**config.mk**
```make
export PLATFORM = sky130hd
export DESIGN_NAME = crc_checked_image_receiver
export DESIGN_NICKNAME = d
export VERILOG_FILES = /design/src/design/cir_pkg.sv /design/src/design/crc_checked_image_receiver.sv /design/src/design/cir_crc8.sv /design/src/design/cir_ctrl.sv
export SDC_FILE = /design/constraint.sdc
export NUM_CORES = 1
export LEC_CHECK = 0
export ABC_AREA = 1
export BUFFER_PORTS_ARGS = -buffer_cell sky130_fd_sc_hd__buf_2
export CORE_ASPECT_RATIO = 2
export CORE_MARGIN = 2
export CORE_UTILIZATION = 55
export DETAILED_ROUTE_END_ITERATION = 10
export PLACE_DENSITY = 0.73
export SYNTH_ARGS = -nofsm -noshare
export SYNTH_HDL_FRONTEND = slang
export SYNTH_SLANG_ARGS = --single-unit
```
**constraint.sdc**
```tcl
create_clock -name clk -period 5.33 [get_ports clk]
set_input_delay 1.066 -clock clk [delete_from_list [all_inputs] [get_ports clk]]
set_output_delay 1.066 -clock clk [all_outputs]
set_load 0.1 [all_outputs]
```
**src/design/cir_pkg.sv**
```systemverilog
// Shared types, codes and constants for the CRC-checked image receiver.
package cir_pkg;

  localparam int unsigned MAX_BYTES_DEF = 2097152;
  localparam int LEN_W = 22;
  localparam int CNT_W = 22;
  localparam int GEN_W = 16;

  localparam logic [31:0] CRC_POLY = 32'h04c1_1db7;
  localparam logic [31:0] CRC_SEED = 32'hffff_ffff;

  localparam logic [7:0] JPEG_PREFIX = 8'hff;
  localparam logic [7:0] JPEG_SOI    = 8'hd8;
  localparam logic [7:0] JPEG_EOI    = 8'hd9;

  typedef enum logic [1:0] {
    FUNC_START = 2'd0,
    FUNC_DATA  = 2'd1,
    FUNC_END   = 2'd2,
    FUNC_ABORT = 2'd3
  } func_t;

  typedef enum logic [2:0] {
    ST_OK       = 3'd0,
    ST_SIZE     = 3'd1,
    ST_CRC      = 3'd2,
    ST_NOT_JPEG = 3'd3,
    ST_ABORT    = 3'd4
  } status_t;

  // Transfer state, one-hot.
  typedef enum logic [3:0] {
    MODE_IDLE      = 4'b0001,
    MODE_RECEIVING = 4'b0010,
    MODE_READY     = 4'b0100,
    MODE_ERROR     = 4'b1000
  } mode_t;

  localparam logic [1:0] MODE_CODE_IDLE      = 2'd0;
  localparam logic [1:0] MODE_CODE_RECEIVING = 2'd1;
  localparam logic [1:0] MODE_CODE_READY     = 2'd2;
  localparam logic [1:0] MODE_CODE_ERROR     = 2'd3;

  typedef struct packed {
    status_t            status;
    logic [1:0]         mode;
    logic [CNT_W-1:0]   byte_count;
    logic               image_ready;
    logic [GEN_W-1:0]   generation;
  } result_t;

  function automatic logic [1:0] mode_code(mode_t m);
    logic [1:0] c;
    case (m)
      MODE_IDLE:      c = MODE_CODE_IDLE;
      MODE_RECEIVING: c = MODE_CODE_RECEIVING;
      MODE_READY:     c = MODE_CODE_READY;
      MODE_ERROR:     c = MODE_CODE_ERROR;
      default:        c = MODE_CODE_ERROR;
    endcase
    return c;
  endfunction

endpackage

```
**src/design/crc_checked_image_receiver.sv**
```systemverilog
// Top level of the CRC-checked image receiver: input register, control core, result register.
//
// Usage:
//   Input stream (s_axis_*): one transfer per item. tuser carries the item kind
//   (0 start, 1 data byte, 2 end, 3 abort); tdata carries the value (length for
//   start, byte in bits 7:0 for data, peer failure flag for end).
//   Output stream (m_axis_*): exactly one result per input item, in order,
//   holding status, mode, byte count, image-ready flag and generation counter.
// Path: the item sits in the input register, then the state update loads the result
//   register, which raises m_axis_tvalid; a stall can hold the item between the two.
// Throughput: one item per cycle while m_axis_tready stays high. The whole step
//   (byte-wide CRC update, marker compare, length checks) is one combinational pass
//   from the input register to the result register.
// Stall: when m_axis_tready is low with a result held, the input register
//   keeps its item and s_axis_tready drops once it is full; nothing is lost.
// Reset (rst, synchronous, active high): both registers empty, transfer idle,
//   CRC seeded with all ones, counters, markers, image flag and generation zero.
module crc_checked_image_receiver import cir_pkg::*; #(
  parameter int unsigned MAX_BYTES = MAX_BYTES_DEF
) (
  input  logic        clk,
  input  logic        rst,
  input  logic        s_axis_tvalid,
  output logic        s_axis_tready,
  input  logic [23:0] s_axis_tdata,  // [21:0] value, [23:22] zero
  input  logic [1:0]  s_axis_tuser,  // [1:0] func
  output logic        m_axis_tvalid,
  input  logic        m_axis_tready,
  output logic [47:0] m_axis_tdata   // [2:0] status, [4:3] mode, [26:5] byte_count,
                                     // [27] image_ready, [43:28] generation, [47:44] zero
);

  logic             item_valid;
  func_t            item_func;
  logic [LEN_W-1:0] item_value;
  logic             advance;
  logic             in_xfer;
  result_t          res;
  result_t          out_res;
  logic             out_valid;

  // Advance the held item when the result register is free or being drained.
  assign advance       = item_valid && (!out_valid || m_axis_tready);
  assign s_axis_tready = !item_valid || advance;
  assign in_xfer       = s_axis_tvalid && s_axis_tready;

  always_ff @(posedge clk) begin
    if (rst) begin
      item_valid <= 1'b0;
    end else if (in_xfer) begin
      item_valid <= 1'b1;
    end else if (advance) begin
      item_valid <= 1'b0;
    end
  end

  // Hold the payload until the core takes it.
  always_ff @(posedge clk) begin
    if (in_xfer) begin
      item_func  <= func_t'(s_axis_tuser);
      item_value <= s_axis_tdata[LEN_W-1:0];
    end
  end

  cir_ctrl #(
    .MAX_BYTES (MAX_BYTES)
  ) u_ctrl (
    .clk   (clk),
    .rst   (rst),
    .step  (advance),
    .func  (item_func),
    .value (item_value),
    .res   (res)
  );

  always_ff @(posedge clk) begin
    if (rst) begin
      out_valid <= 1'b0;
    end else if (advance) begin
      out_valid <= 1'b1;
    end else if (m_axis_tready) begin
      out_valid <= 1'b0;
    end
  end

  always_ff @(posedge clk) begin
    if (advance) begin
      out_res <= res;
    end
  end

  assign m_axis_tvalid = out_valid;
  assign m_axis_tdata  = {4'd0, out_res.generation, out_res.image_ready,
                          out_res.byte_count, out_res.mode, out_res.status};

endmodule

```
**src/design/cir_crc8.sv**
```systemverilog
// One-byte CRC-32/MPEG-2 update, MSB first, unrolled over eight bit steps.
module cir_crc8 import cir_pkg::*; (
  input  logic [31:0] crc_in,
  input  logic [7:0]  data,
  output logic [31:0] crc_out
);

  always_comb begin
    logic [31:0] c;
    c = crc_in ^ {data, 24'd0};
    for (int i = 0; i < 8; i++) begin
      c = c[31] ? ({c[30:0], 1'b0} ^ CRC_POLY) : {c[30:0], 1'b0};
    end
    crc_out = c;
  end

endmodule

```
**src/design/cir_ctrl.sv**
```systemverilog
// Transfer state, CRC and marker tracking, and the per-item result logic.
module cir_ctrl import cir_pkg::*; #(
  parameter int unsigned MAX_BYTES = MAX_BYTES_DEF
) (
  input  logic             clk,
  input  logic             rst,
  input  logic             step,
  input  func_t            func,
  input  logic [LEN_W-1:0] value,
  output result_t          res
);

  localparam logic [LEN_W:0] MaxLen = (LEN_W+1)'(MAX_BYTES);

  mode_t            mode, mode_next;
  logic [LEN_W-1:0] exp_len, exp_len_next;
  logic [CNT_W-1:0] count, count_next;
  logic [31:0]      crc, crc_next;
  logic [31:0]      trailer, trailer_next;
  logic [7:0]       prev_byte, prev_byte_next;
  logic [1:0]       markers, markers_next;
  logic [GEN_W-1:0] generation, generation_next;
  logic             image_flag, image_flag_next;
  status_t          status;

  logic [7:0]       data_byte;
  logic [31:0]      crc_upd;
  logic [CNT_W:0]   count_inc;
  logic [31:0]      trailer_shifted;
  logic             len_bad;
  logic             in_payload;

  assign data_byte       = value[7:0];
  assign count_inc       = {1'b0, count} + 1'b1;
  assign in_payload      = (count_inc + (CNT_W+1)'(4)) <= {1'b0, exp_len};
  assign trailer_shifted = {trailer[23:0], data_byte};
  assign len_bad         = (value <= LEN_W'(4)) || ({1'b0, value} > MaxLen) ||
                           (value[1:0] != 2'b00);

  cir_crc8 u_crc8 (
    .crc_in  (crc),
    .data    (data_byte),
    .crc_out (crc_upd)
  );

  always_comb begin
    mode_next       = mode;
    exp_len_next    = exp_len;
    count_next      = count;
    crc_next        = crc;
    trailer_next    = trailer;
    prev_byte_next  = prev_byte;
    markers_next    = markers;
    generation_next = generation;
    image_flag_next = image_flag;
    status          = ST_OK;
    case (func)
      FUNC_START: begin
        if (len_bad) begin
          status    = ST_SIZE;
          mode_next = MODE_ERROR;
        end else begin
          exp_len_next   = value;
          count_next     = '0;
          crc_next       = CRC_SEED;
          trailer_next   = '0;
          prev_byte_next = '0;
          markers_next   = '0;
          mode_next      = MODE_RECEIVING;
        end
      end
      FUNC_DATA: begin
        if (mode != MODE_RECEIVING || count >= exp_len) begin
          status    = ST_SIZE;
          mode_next = MODE_ERROR;
        end else if (in_payload) begin
          crc_next       = crc_upd;
          prev_byte_next = data_byte;
          if (prev_byte == JPEG_PREFIX && data_byte == JPEG_SOI) markers_next[0] = 1'b1;
          if (prev_byte == JPEG_PREFIX && data_byte == JPEG_EOI) markers_next[1] = 1'b1;
          count_next = count_inc[CNT_W-1:0];
        end else begin
          trailer_next = trailer_shifted;
          // Final byte: expected CRC must match; a mismatch leaves it uncounted.
          if (count_inc[CNT_W-1:0] == exp_len && trailer_shifted != crc) begin
            status    = ST_CRC;
            mode_next = MODE_ERROR;
          end else begin
            count_next = count_inc[CNT_W-1:0];
          end
        end
      end
      FUNC_END: begin
        if (value != '0 || count != exp_len) begin
          status    = ST_SIZE;
          mode_next = MODE_ERROR;
        end else if (mode != MODE_RECEIVING || markers != 2'b11) begin
          status    = ST_NOT_JPEG;
          mode_next = MODE_ERROR;
        end else begin
          image_flag_next = 1'b1;
          generation_next = generation + 1'b1;
          mode_next       = MODE_READY;
        end
      end
      FUNC_ABORT: begin
        status    = ST_ABORT;
        mode_next = MODE_ERROR;
      end
      default: begin
        status    = ST_ABORT;
        mode_next = MODE_ERROR;
      end
    endcase
  end

  always_comb begin
    res.status      = status;
    res.mode        = mode_code(mode_next);
    res.byte_count  = count_next;
    res.image_ready = image_flag_next;
    res.generation  = generation_next;
  end

  always_ff @(posedge clk) begin
    if (rst) begin
      mode       <= MODE_IDLE;
      exp_len    <= '0;
      count      <= '0;
      crc        <= CRC_SEED;
      trailer    <= '0;
      prev_byte  <= '0;
      markers    <= '0;
      generation <= '0;
      image_flag <= 1'b0;
    end else if (step) begin
      mode       <= mode_next;
      exp_len    <= exp_len_next;
      count      <= count_next;
      crc        <= crc_next;
      trailer    <= trailer_next;
      prev_byte  <= prev_byte_next;
      markers    <= markers_next;
      generation <= generation_next;
      image_flag <= image_flag_next;
    end
  end

  a_count_bound: assert property (@(posedge clk) disable iff (rst)
    (mode == MODE_RECEIVING) |-> (count <= exp_len))
    else $error("byte count ran past announced length");

  a_ready_has_image: assert property (@(posedge clk) disable iff (rst)
    (mode == MODE_READY) |-> image_flag)
    else $error("ready state without committed image");

  a_image_sticky: assert property (@(posedge clk) disable iff (rst)
    !$fell(image_flag))
    else $error("image flag cleared outside reset");

  a_commit_gen: assert property (@(posedge clk) disable iff (rst)
    (step && func == FUNC_END && status == ST_OK) |=>
      (generation == $past(generation) + 1'b1))
    else $error("commit did not advance generation");

endmodule
```
* Yosys cells after proc, flatten, opt, wreduce, memory -nomap -nowiden *
Index checks and enable logic that the tools add are counted.

operators by class
  mux-type cells = 56
  equal/unequal tests = 20
  multiply operators = 0
  div/mod/pow operators = 0
  add/subtract/negate cells = 3
  reductions and logical operators = 25
  bitwise logic cells = 10
  shift operators = 0
  magnitude comparators = 4

operator list
  operator                                                                            count
  27-bit 2-to-1 mux                                                                   8
  14-bit inverter                                                                     8
  32-bit 2-to-1 mux                                                                   3
  22-bit 2-to-1 mux                                                                   4
  24-bit 2-to-1 mux                                                                   3
  32-bit one-hot mux with 2 select lines                                              1
  16-bit 2-to-1 mux                                                                   3
  24-bit one-hot mux with 2 select lines                                              1
  22-bit one-hot mux with 2 select lines                                              1
  32-bit != test                                                                      1
  32-bit XOR                                                                          1
  8-bit == test (second input constant)                                               3
  4-bit 2-to-1 mux                                                                    6
  8-bit 2-to-1 mux                                                                    3
  22-bit by 1-bit adder with 23-bit output (second input constant)                    1
  23-bit by 3-bit adder with 23-bit output (second input constant)                    1
  23-bit by 22-bit less-or-equal comparator with 1-bit output                         1
  22-bit == test                                                                      1
  22-bit >= comparator                                                                1
  22-bit greater-than comparator (second input constant)                              1
  22-bit by 3-bit less-or-equal comparator with 1-bit output (second input constant)  1
  22-bit != test                                                                      1
  22-bit nonzero test                                                                 1
  16-bit by 1-bit adder with 16-bit output (second input constant)                    1
  other kinds (25)                                                                    62

word-level totals
  memories = 0
  output and inout port bits = 50
  memory bits (read-only) = 0
  input port bits = 30
  bits in writable memories = 0
  flip-flop bits (word level) = 201
  latch bits = 0

* Depth between registers and ports, before layout *
Gate-level depths: netlist (run 1).

  word-level depth = 20
  mapped depth = 32
  gate-level depth less buffers = 31

* Modules after synthesis *
A second synthesis (run 1) with hierarchy kept.

unflattened totals
  cell total of the unflattened synthesis = 1674
  area total of the unflattened synthesis = 12366.9 um^2

modules (own cells, without submodules)
  module                      area an instance (um^2)  cells an instance  times used
  cir_ctrl                    8919.8                   1356               1
  crc_checked_image_receiver  2167.1                   85                 1
  cir_crc8                    1280.0                   233                1

* Worst setup path after synthesis (run 1) *
No wires, ideal clock.

  path kind = register to register
  from = register u_ctrl.count[0]
  to = register u_ctrl.crc[1]
  path slack = 1.324 ns
  stages on the path, launching flop included = 29
  clock period less this slack = 4.006 ns
  required time = 5.204 ns
  setup time = 0.126 ns
  data arrival time = 3.880 ns
  cell sequence = dfxtp_1 -> ha_1 -> nand2_2 -> nor2_4 -> nand2_4 -> nand2_2 -> nand2_2 -> nor2_1 -> nand4_1 -> nor3_2 -> nand3_1 -> nor2_2 -> nand3_1 -> nand3b_4 -> xor2_1 -> inv_1 -> ha_1 -> nand2_1 -> inv_1 -> nand3_1 -> nor4_1 -> nand4_2 -> nand2_2 -> inv_4 -> nor2_2 -> nand2_1 -> buf_2 -> o22ai_1 -> nand2_1

on the way
  cells in the longest elaborated chain, start to end = 5
  elaborated cells between the ends (all ways) = 8

RTL lines
  what                                                         RTL line         source
  from (decl)                                                  cir_ctrl.sv:17   logic [CNT_W-1:0] count, count_next;
  from (signal assigned)                                       cir_ctrl.sv:139  count <= count_next;
  22-bit by 1-bit adder with 23-bit output                     cir_ctrl.sv:34   assign count_inc = {1'b0, count} + 1'b1;
  23-bit by 3-bit adder with 23-bit output                     cir_ctrl.sv:35   assign in_payload = (count_inc + (CNT_W+1)'(4)) <= {1'b0, exp_len};
  23-bit by 22-bit less-or-equal comparator with 1-bit output  cir_ctrl.sv:35
  2-bit by 1-bit != test with 1-bit output (no line)           n/a
  5-bit AND reduction (no line) *                              n/a
  to (signal assigned)                                         cir_ctrl.sv:140  crc <= crc_next;
  to (decl)                                                    cir_ctrl.sv:18   logic [31:0] crc, crc_next;

Mark *: on every way between the ends. The rest lies on a longest branch, timed or not.
A chain may end at the register's enable or synchronous reset.

* Worst setup path after layout (run 1) *
  from = register u_ctrl.count[5]
  to = register u_ctrl.crc[4]

Same word-level chain as after synthesis.

==> results of run 1 <==
==> area by class of cell <==
| cell class | count | share of cell area |
|---|---|---|
| clock buffer | 30 | 0.0431 |
| sequential | 201 | 0.338 |
| multi-input combinational | 1170 | 0.483 |
| timing repair buffer | 96 | 0.0404 |
| clock inverter | 6 | 0.00431 |
| tap | 280 | 0.0251 |
| inverter | 245 | 0.0663 |
==> worst paths after layout <==
check / cells past startpoint / endpoint / slack [ns]
worst max-delay path: 20 / u_ctrl.crc[4]$_SDFFE_PP1P_ / 0.34
worst min-delay path: 2 / u_ctrl.mode[0]$_SDFFE_PP1P_ / 0.45
worst max register to register: 20 / u_ctrl.crc[4]$_SDFFE_PP1P_ / 0.34
worst min register to register: 2 / u_ctrl.mode[0]$_SDFFE_PP1P_ / 0.45
==> power groups by stage <==
stage	Combinational, mW	Clock [mW]	Sequential [mW]
2_1_floorplan	0.494	0	1.85
3_3_place_gp	0.781	0	1.75
3_5_place_dp	0.792	0	1.75
4_1_cts	0.796	1.46	1.72
5_1_grt	0.875	1.53	1.73
6_report	0.803	1.45	1.72
==> synthesized netlist by cell type (9+ instances only) <==
library cell,instances
a21oi_1,112
nand4_1,37
clkbuf_1,43
or2_2,11
nand2_1,332
edfxtp_1,68
o22ai_1,10
o21ai_0,92
inv_1,235
o21bai_2,10
nand2_2,40
xor2_1,77
dfxtp_1,133
nand3_2,15
nand3_1,131
ha_1,47
nor2_2,12
nor2_1,110
o211ai_2,9
nor3_1,18
nor4_1,12
xnor2_1,35
==> worst max-delay path, stage by stage, from the launching register on <==
cell and delay (ns):
dfxtp_1 0.68, nand2_1 0.17, nor2_2 0.20, nand2_4 0.11, o21ai_2 0.14, nand2_2 0.17
nor2_1 0.43, nand4_1 0.29, nor4_1 0.38, xor2_1 0.21, inv_1 0.06, ha_1 0.29
nand3_1 0.14, nor4_1 0.42, nand4_2 0.18, nand2_2 0.17, inv_4 0.07, nor2_2 0.17
nand2_2 0.25, o22ai_1 0.26, nand2_1 0.06
==> sequential cells by signal (all words and copies together), names as in the netlist, 2 cells and up <==
signal and count:
item_value 22, u_ctrl.exp_len 22, u_ctrl.count 22, u_ctrl.prev_byte 8
u_ctrl.mode 4, u_ctrl.trailer 24, u_ctrl.generation 16, u_ctrl.crc 32
item_func 2, u_ctrl.markers 2, m_axis_tdata 44
==> kinds of logic (layout without fill, tap and decap cells) <==
| kind of cell | count (synthesis) | count (layout) |
|---|---|---|
| simple gates | 743 | 743 |
| fa+ha+maj | 47 | 47 |
| compound gates | 262 | 262 |
| flops | 201 | 201 |
| xor+xnor | 114 | 114 |
| buf+inv | 317 | 377 |
| other cells | 1 | 4 |
==> timing repair <==
action                                  in CTS  in global routing
resized for setup                            0                  1
hold buffers                                 0                  0
endpoints found under the setup margin       0                  8
==> routing by layer <==
metal,routed length (microns),vias up,share of wire
met5,0,-,0
met1,12800,5361,0.32
met4,3110,0,0.079
met3,1340,155,0.034
li1,-,5572,-
met2,22200,372,0.56
==> results.cfg, run 1 <==
[run_status]
status = completed

[global_route]
grt_busiest_layer = met2
grt_pass1_wl_mm = 61.1
met1_usage = 0.301
grt_max_degree = 69
antenna_found_initial = 0
grt_pass1_vias = 11300
met2_usage = 0.648
use_met3 = 0.0301
grt.overflow.total = 0
grt_usage = 0.324

[setup_path]
cp_data_arrival_time_ns = 5.36
rr_startpoint = u_ctrl.count[5]$_SDFFE_PP0P_
cp_max_fo = 12
worstSetupEndpointType = flop
cp.required_ns = 5.70
crit_start = u_ctrl.count[5]$_SDFFE_PP0P_
crit_type = reg2reg
startpoint_type = flop

[timing]
period_needed_ns = 4.99
setup_violations = 0
tns_ns = 0
skew_ns = 0.0331
max_slew_margin = 0.235
max_freq_mhz = 200
holdWs_ns = 0.451
tightest_slew_ns = 1.15
finalCritPeriodShare = 0.936
rsz0062_at_grt = false
hold_violations = 0
layout_setup_ws_ns = 0.339
drv_slew = 0

[placed_design]
io_buffers = 73
dpl_cell_area_sq_um = 13300
hpwlAfterDp_mm = 30.3
placedCellCount = 1992
dp_slack_ns = 0.327
place.gp.congestion = 1.01

[routing]
antenna_left = 0
avgViaCountPerCell = 5.65
wl_per_cell_microns = 19.5
post-route-drc-count = 0
drt_wl_total_mm = 39.5
vias = 11500
drt_iter0_markers = 755
drt_pre_antenna_iters = 5

[final_layout]
fill_cells = 2105
final_cell_area_sq_um = 13900
multi_input_area_sq_um = 6740
fin_cells = 2028
regArea_sq_um = 4700
num-nets-final = 1811
diodes = 0
layout-drive-gt1-share = 0.152
final_common_cell = nand2_1
finish.utilization = 0.616
most-common-layout-cells = nand2_1, inv_1, dfxtp_1
areaGrowthSynthToFinish_pct = 9.71

[pwr]
pwr-share-clk = 0.364
leakage_nw = 6.30
powerDensity_nw_per_um2 = 285
p_seq_frac = 0.434
switching_share = 0.317
pwr-share-comb = 0.202
finalPower_mw = 3.97
p_switching_mw = 1.26
vdd_drop_max_uv = 342
internal_power_mw = 2.71

[cts]
htree_levels = 1
clk_pin_slew_ns = 0.07
cts.sinks = 201
clk_latency_ns = 0.52
cts_setup_buffers = 0
cts-buffers-inserted = 20
root_buffer = clkbuf_16
cts_tree = yes
cts_buffer_depth = 3

[floorplanning]
initial_core_util = 0.561
fp.coreArea_sq_um = 22600
io_pins = 80
die_h_microns = 219
rows = 78
die_w_microns = 111
die-area_sq_um = 24400

[worst_hold_path]
min_from = u_ctrl.mode[0]$_SDFFE_PP1P_
hold_path.class = reg2reg

[logic_synthesis]
synth_compound_area_frac = 0.122
synth_edf_count = 68
syn_inst = 1685
synth-main-ff-cell = dfxtp_1
synth_mux_area_frac = 0
yosysUniqueCellTypes = 53
avgSynthCellArea_sq_um = 7.54
netlist_area_sq_um = 12700
yosysTopAreaCell = dfxtp_1
synthSimpleGateAreaFrac = 0.279
ys_ff_latch = 201
yosysSeqAreaShare = 0.370
synthTopCellsByArea = dfxtp_1, edfxtp_1, nand2_1
yosys.area.top_type_share = 0.210
synth-xor-area-share = 0.0807
async_flop_share = 0
yosys.area_share.adder = 0.0463
ys.warnings.count = 0
synth_top_family_by_area = simple AND/OR/NAND/NOR gates

[job]
cap_violations = 0
Power figures use the tool's default switching activity.
==> run 2: changes to the inputs <==
- CORE_MARGIN: 2 -> 10
==> run 2 against run 1 <==
Worst setup slack improved by 0.090 ns; global-route usage decreased by 6.3 points; clock power increased by 9.7%; via count decreased by 0.25%; design area increased by 0.73%; largest cell class unchanged.
==> results.cfg, run 2 (synthesis results as in run 1) <==
[timing]
drv_slew = 0
period_needed_ns = 4.90
hold_violations = 0
max_slew_margin = 0.213
tns_ns = 0
setup_violations = 0
max_freq_mhz = 204
tightest_slew_ns = 1.18
finalCritPeriodShare = 0.919
rsz0062_at_grt = false
skew_ns = 0.0240

[final_layout]
layout-drive-gt1-share = 0.158
largest_reg_flops = 44
multi_input_area_sq_um = 6740
num-nets-final = 1815
regArea_sq_um = 4700
most-common-layout-cells = nand2_1, inv_1, dfxtp_1
diodes = 0
areaGrowthSynthToFinish_pct = 10.5
finish.utilization = 0.617
fill_cells = 2125
final_common_cell = nand2_1
fin_cells = 2032

[floorplanning]
io_pins = 80
rows = 78
die_h_microns = 235
die_w_microns = 127
initial_core_util = 0.559
fp.coreArea_sq_um = 22700
die-area_sq_um = 29900

[global_route]
grt_max_degree = 68
grt_pass1_vias = 11600
grt_usage = 0.261
grt_pass1_wl_mm = 61.5
antenna_found_initial = 0
grt.overflow.total = 0

[setup_path]
crit_buf_inv = 5
crit_type = reg2reg
reg2reg_depth = 29
cp_max_fo = 13
slowest_delay_ns = 0.35
worstSetupEndpointType = flop
cp_top_family = simple AND/OR/NAND/NOR gates
cp_slowest_cell = nor4_2
startpoint_type = flop
crit_top_cell = nand2_2
cp.required_ns = 5.78
cp_data_arrival_time_ns = 5.35
rr_startpoint = u_ctrl.count[0]$_SDFFE_PP0P_
reg2reg_to = u_ctrl.crc[9]$_SDFFE_PP1P_
ff2ff_setup_slack_ns = 0.43

[cts]
cts_tree = yes
cts_buffer_depth = 3
cts_setup_buffers = 0
cts.sinks = 201
clk_pin_slew_ns = 0.07
cts_resized = 0
cts_hold_buf = 0
htree_levels = 1
root_buffer = clkbuf_16
clk_latency_ns = 0.52
cts-buffers-inserted = 20

[routing]
drt_pre_antenna_iters = 5
avgViaCountPerCell = 5.63
drt_wl_total_mm = 40.1
vias = 11400
drt_iter0_markers = 754
antenna_left = 0
post-route-drc-count = 0
wl_per_cell_microns = 19.7

[placed_design]
placedCellCount = 1996
io_buffers = 73
place.gp.congestion = 0.996
hpwlAfterDp_mm = 30.9

[worst_hold_path]
hold_depth = 2
hold_path.class = reg2reg
whs_endpoint = u_ctrl.mode[0]$_SDFFE_PP1P_
min_from = u_ctrl.mode[0]$_SDFFE_PP1P_

[pwr]
vdd_drop_max_uv = 399
powerDensity_nw_per_um2 = 293
finalPower_mw = 4.11
leakage_nw = 6.35

[run_status]
status = completed

[job]
cap_violations = 0
-- run 2: cell types whose count changed in the layout (fill, tap and decap cells not counted), sizes merged --
| cell | change |
|---|---|
| clkbuf | -8 |
| buf | +4 |
| bufinv | +4 |
| clkinvlp | +2 |
| clkinv | +1 |
| inv | +1 |
-- run 2: power by group --
part | switching, mW | internal [mW] | leakage (nW)
clock network | 0.638 | 0.955 | 0.354
logic | 0.572 | 0.230 | 4.27
registers | 0.0646 | 1.65 | 1.73
total | 1.27 | 2.84 | 6.35
-- run 2: layer usage --
metal	vias up	wire, microns	global-route usage
met2	334	22500	0.507
met5	-	0	0
met3	146	1280	0.0315
met4	0	3510	0.211
met1	5362	12700	0.223
li1	5589	-	-
-- run 2: layout make-up --
class | instances | area share
Clock buffer | 22 | 0.0369
Timing Repair Buffer | 100 | 0.0414
Sequential cell | 201 | 0.335
Inverter | 245 | 0.0659
Multi-Input combinational cell | 1170 | 0.480
Tap cell | 280 | 0.0250
Clock inverter | 14 | 0.0157
-- run 2: per-stage QoR --
stage	area, sq um	hold slack, ns	setup slack (ns)
floorplan	12700	0.420	1.32
global placement	13300	0.431	0.527
detailed placement	13300	0.452	0.342
CTS	14000	0.462	0.307
global route	14000	0.492	0.0907
finish	14000	0.462	0.430
-- run 2: how the worst max path moves through the flow --
stage	to	cells past startpoint	start	slack [ns]
after floorplan	u_ctrl.crc[1]$_SDFFE_PP1P_	28	u_ctrl.count[0]$_SDFFE_PP0P_	1.32
after global placement	u_ctrl.crc[0]$_SDFFE_PP1P_	27	u_ctrl.count[1]$_SDFFE_PP0P_	0.53
after detailed placement	u_ctrl.crc[25]$_SDFFE_PP1P_	27	u_ctrl.count[1]$_SDFFE_PP0P_	0.34
after CTS	u_ctrl.crc[6]$_SDFFE_PP1P_	27	u_ctrl.count[1]$_SDFFE_PP0P_	0.31
after global routing	u_ctrl.crc[9]$_SDFFE_PP1P_	29	u_ctrl.count[0]$_SDFFE_PP0P_	0.09
final	u_ctrl.crc[9]$_SDFFE_PP1P_	29	u_ctrl.count[0]$_SDFFE_PP0P_	0.43
-- run 2: tightest hold or removal path, stage by stage, from the launching register on --
cell,delay [ns]
dfxtp_1,0.32
nand2_1,0.06
nand2_1,0.05
==> run 3: changes to the inputs <==
==> constraint.sdc (replaced) <==
create_clock -name clk -period 5.33 [get_ports clk]
set_input_delay 0.533 -clock clk [delete_from_list [all_inputs] [get_ports clk]]
set_output_delay 0.533 -clock clk [all_outputs]
set_load 0.1 [all_outputs]
==> run 3 against run 2 <==
Clock skew shrank 0.0071 ns; critical endpoint is now u_ctrl.crc[25]$_SDFFE_PP1P_; sequential power about the same; largest power group unchanged; fmax increased by 0.42%; total power shrank 3.5%; non-clock buffer count is 5 lower; design area down 0.93%; utilization decreased by 0.57 points; die area stayed put; register-to-register slack better by 0.02 ns; critical path depth decreased by 3; via count shrank 0.62%; wire length is 3.0% lower.
==> results.cfg, run 3 (synthesis results as in run 1) <==
[run_status]
status = completed

[setup_path]
worstSetupEndpointType = flop
critPathCapture = u_ctrl.crc[25]$_SDFFE_PP1P_
cp.required_ns = 5.71
crit_top_cell = nand2_1
rr_startpoint = u_ctrl.count[2]$_SDFFE_PP0P_
crit_start = u_ctrl.count[2]$_SDFFE_PP0P_
reg2reg_to = u_ctrl.crc[25]$_SDFFE_PP1P_
cp_data_arrival_time_ns = 5.26
reg2reg_depth = 26
ff2ff_setup_slack_ns = 0.45
slowest_delay_ns = 0.55
crit_type = reg2reg
cp_max_fo = 11
cp_slowest_cell = dfxtp_1
startpoint_type = flop

[floorplanning]
initial_core_util = 0.559
die-area_sq_um = 29900
fp.coreArea_sq_um = 22700
io_pins = 80
die_w_microns = 127
rows = 78
die_h_microns = 235

[timing]
hold_violations = 0
tightest_slew_ns = 1.18
rsz0062_at_grt = false
drv_slew = 0
period_needed_ns = 4.88
setup_violations = 0
layout_setup_ws_ns = 0.450
max_freq_mhz = 205
skew_ns = 0.0168
max_slew_margin = 0.214
tns_ns = 0
finalCritPeriodShare = 0.916

[routing]
drt_pre_antenna_iters = 5
wl_per_cell_microns = 19.2
drt_wl_total_mm = 38.9
drt_iter0_markers = 635
avgViaCountPerCell = 5.61
antenna_left = 0
post-route-drc-count = 0
vias = 11400

[cts]
cts_setup_buffers = 0
cts_resized = 0
cts-buffers-inserted = 19
cts.sinks = 201
cts_tree = yes
htree_levels = 1
cts_buffer_depth = 3
root_buffer = clkbuf_16
clk_pin_slew_ns = 0.07
cts_hold_buf = 0
clk_latency_ns = 0.52

[final_layout]
final_common_cell = nand2_1
fin_cells = 2025
diodes = 0
layout-drive-gt1-share = 0.151
most-common-layout-cells = nand2_1, inv_1, dfxtp_1
multi_input_area_sq_um = 6730
num-nets-final = 1809
largest_reg_flops = 44
areaGrowthSynthToFinish_pct = 9.48
fill_cells = 2068
final_cell_area_sq_um = 13900
regArea_sq_um = 4700

[placed_design]
hpwlAfterDp_mm = 30.2
dp_slack_ns = 0.483
io_buffers = 73
place.gp.congestion = 1.00
placedCellCount = 1991
dpl_cell_area_sq_um = 13300

[worst_hold_path]
hold_path.class = in2reg
min_from = s_axis_tdata[0]
hold_depth = 1

[pwr]
powerDensity_nw_per_um2 = 285
finalPower_mw = 3.97
vdd_drop_max_uv = 281
leakage_nw = 6.29

[global_route]
grt.overflow.total = 0
antenna_found_initial = 0
grt_usage = 0.252
grt_pass1_wl_mm = 59.7
grt_max_degree = 69
grt_pass1_vias = 11300

[job]
cap_violations = 0
## run 3: worst max-delay path: cells and delay by family, from the launching register on
kind | cells | cell delay, ns
AND/OR/NAND/NOR | 20 | 3.29
adder cells (fa/ha/maj) | 1 | 0.27
AO/OA/AOI/OAI | 1 | 0.30
XOR/XNOR | 1 | 0.13
buffers and inverters | 3 | 0.20
flip-flops | 1 | 0.55
## run 3: how the worst min path moves through the flow
stage	slack (ns)	end
floorplan	0.42	u_ctrl.mode[0]$_SDFFE_PP1P_
global placement	0.43	u_ctrl.mode[0]$_SDFFE_PP1P_
detailed placement	0.44	u_ctrl.mode[0]$_SDFFE_PP1P_
CTS	0.18	item_value[0]$_DFFE_PP_
global route	0.18	item_value[13]$_DFFE_PP_
finish	0.20	item_value[0]$_DFFE_PP_
## run 3: per-layer routing
layer  vias to the layer above  track usage  part of all wire
met5                         -            0                 0
met2                       322        0.487              0.56
met1                      5322        0.225              0.32
li1                       5575            -                 -
met3                       141       0.0248             0.033
met4                         0        0.192             0.084
## run 3: report_power, final
part / internal [mW] / switching [mW]
registers: 1.65 / 0.0668
clock network: 0.838 / 0.614
logic: 0.228 / 0.573
total: 2.72 / 1.25
## run 3: layout make-up
| class | instances | share of cell area |
|---|---|---|
| Multi-Input combinational cell | 1170 | 0.484 |
| Clock inverter | 10 | 0.0101 |
| Sequential cell | 201 | 0.338 |
| Inverter | 245 | 0.0665 |
| Timing Repair Buffer | 95 | 0.0390 |
| Clock buffer | 24 | 0.0370 |
| Tap cell | 280 | 0.0252 |
## run 3: stage by stage
step                 util  hold WS (ns)
detailed placement  0.583         0.438
CTS                 0.612         0.182
global route        0.612         0.184
global placement    0.583         0.432
floorplan               -         0.420
finish              0.612         0.195
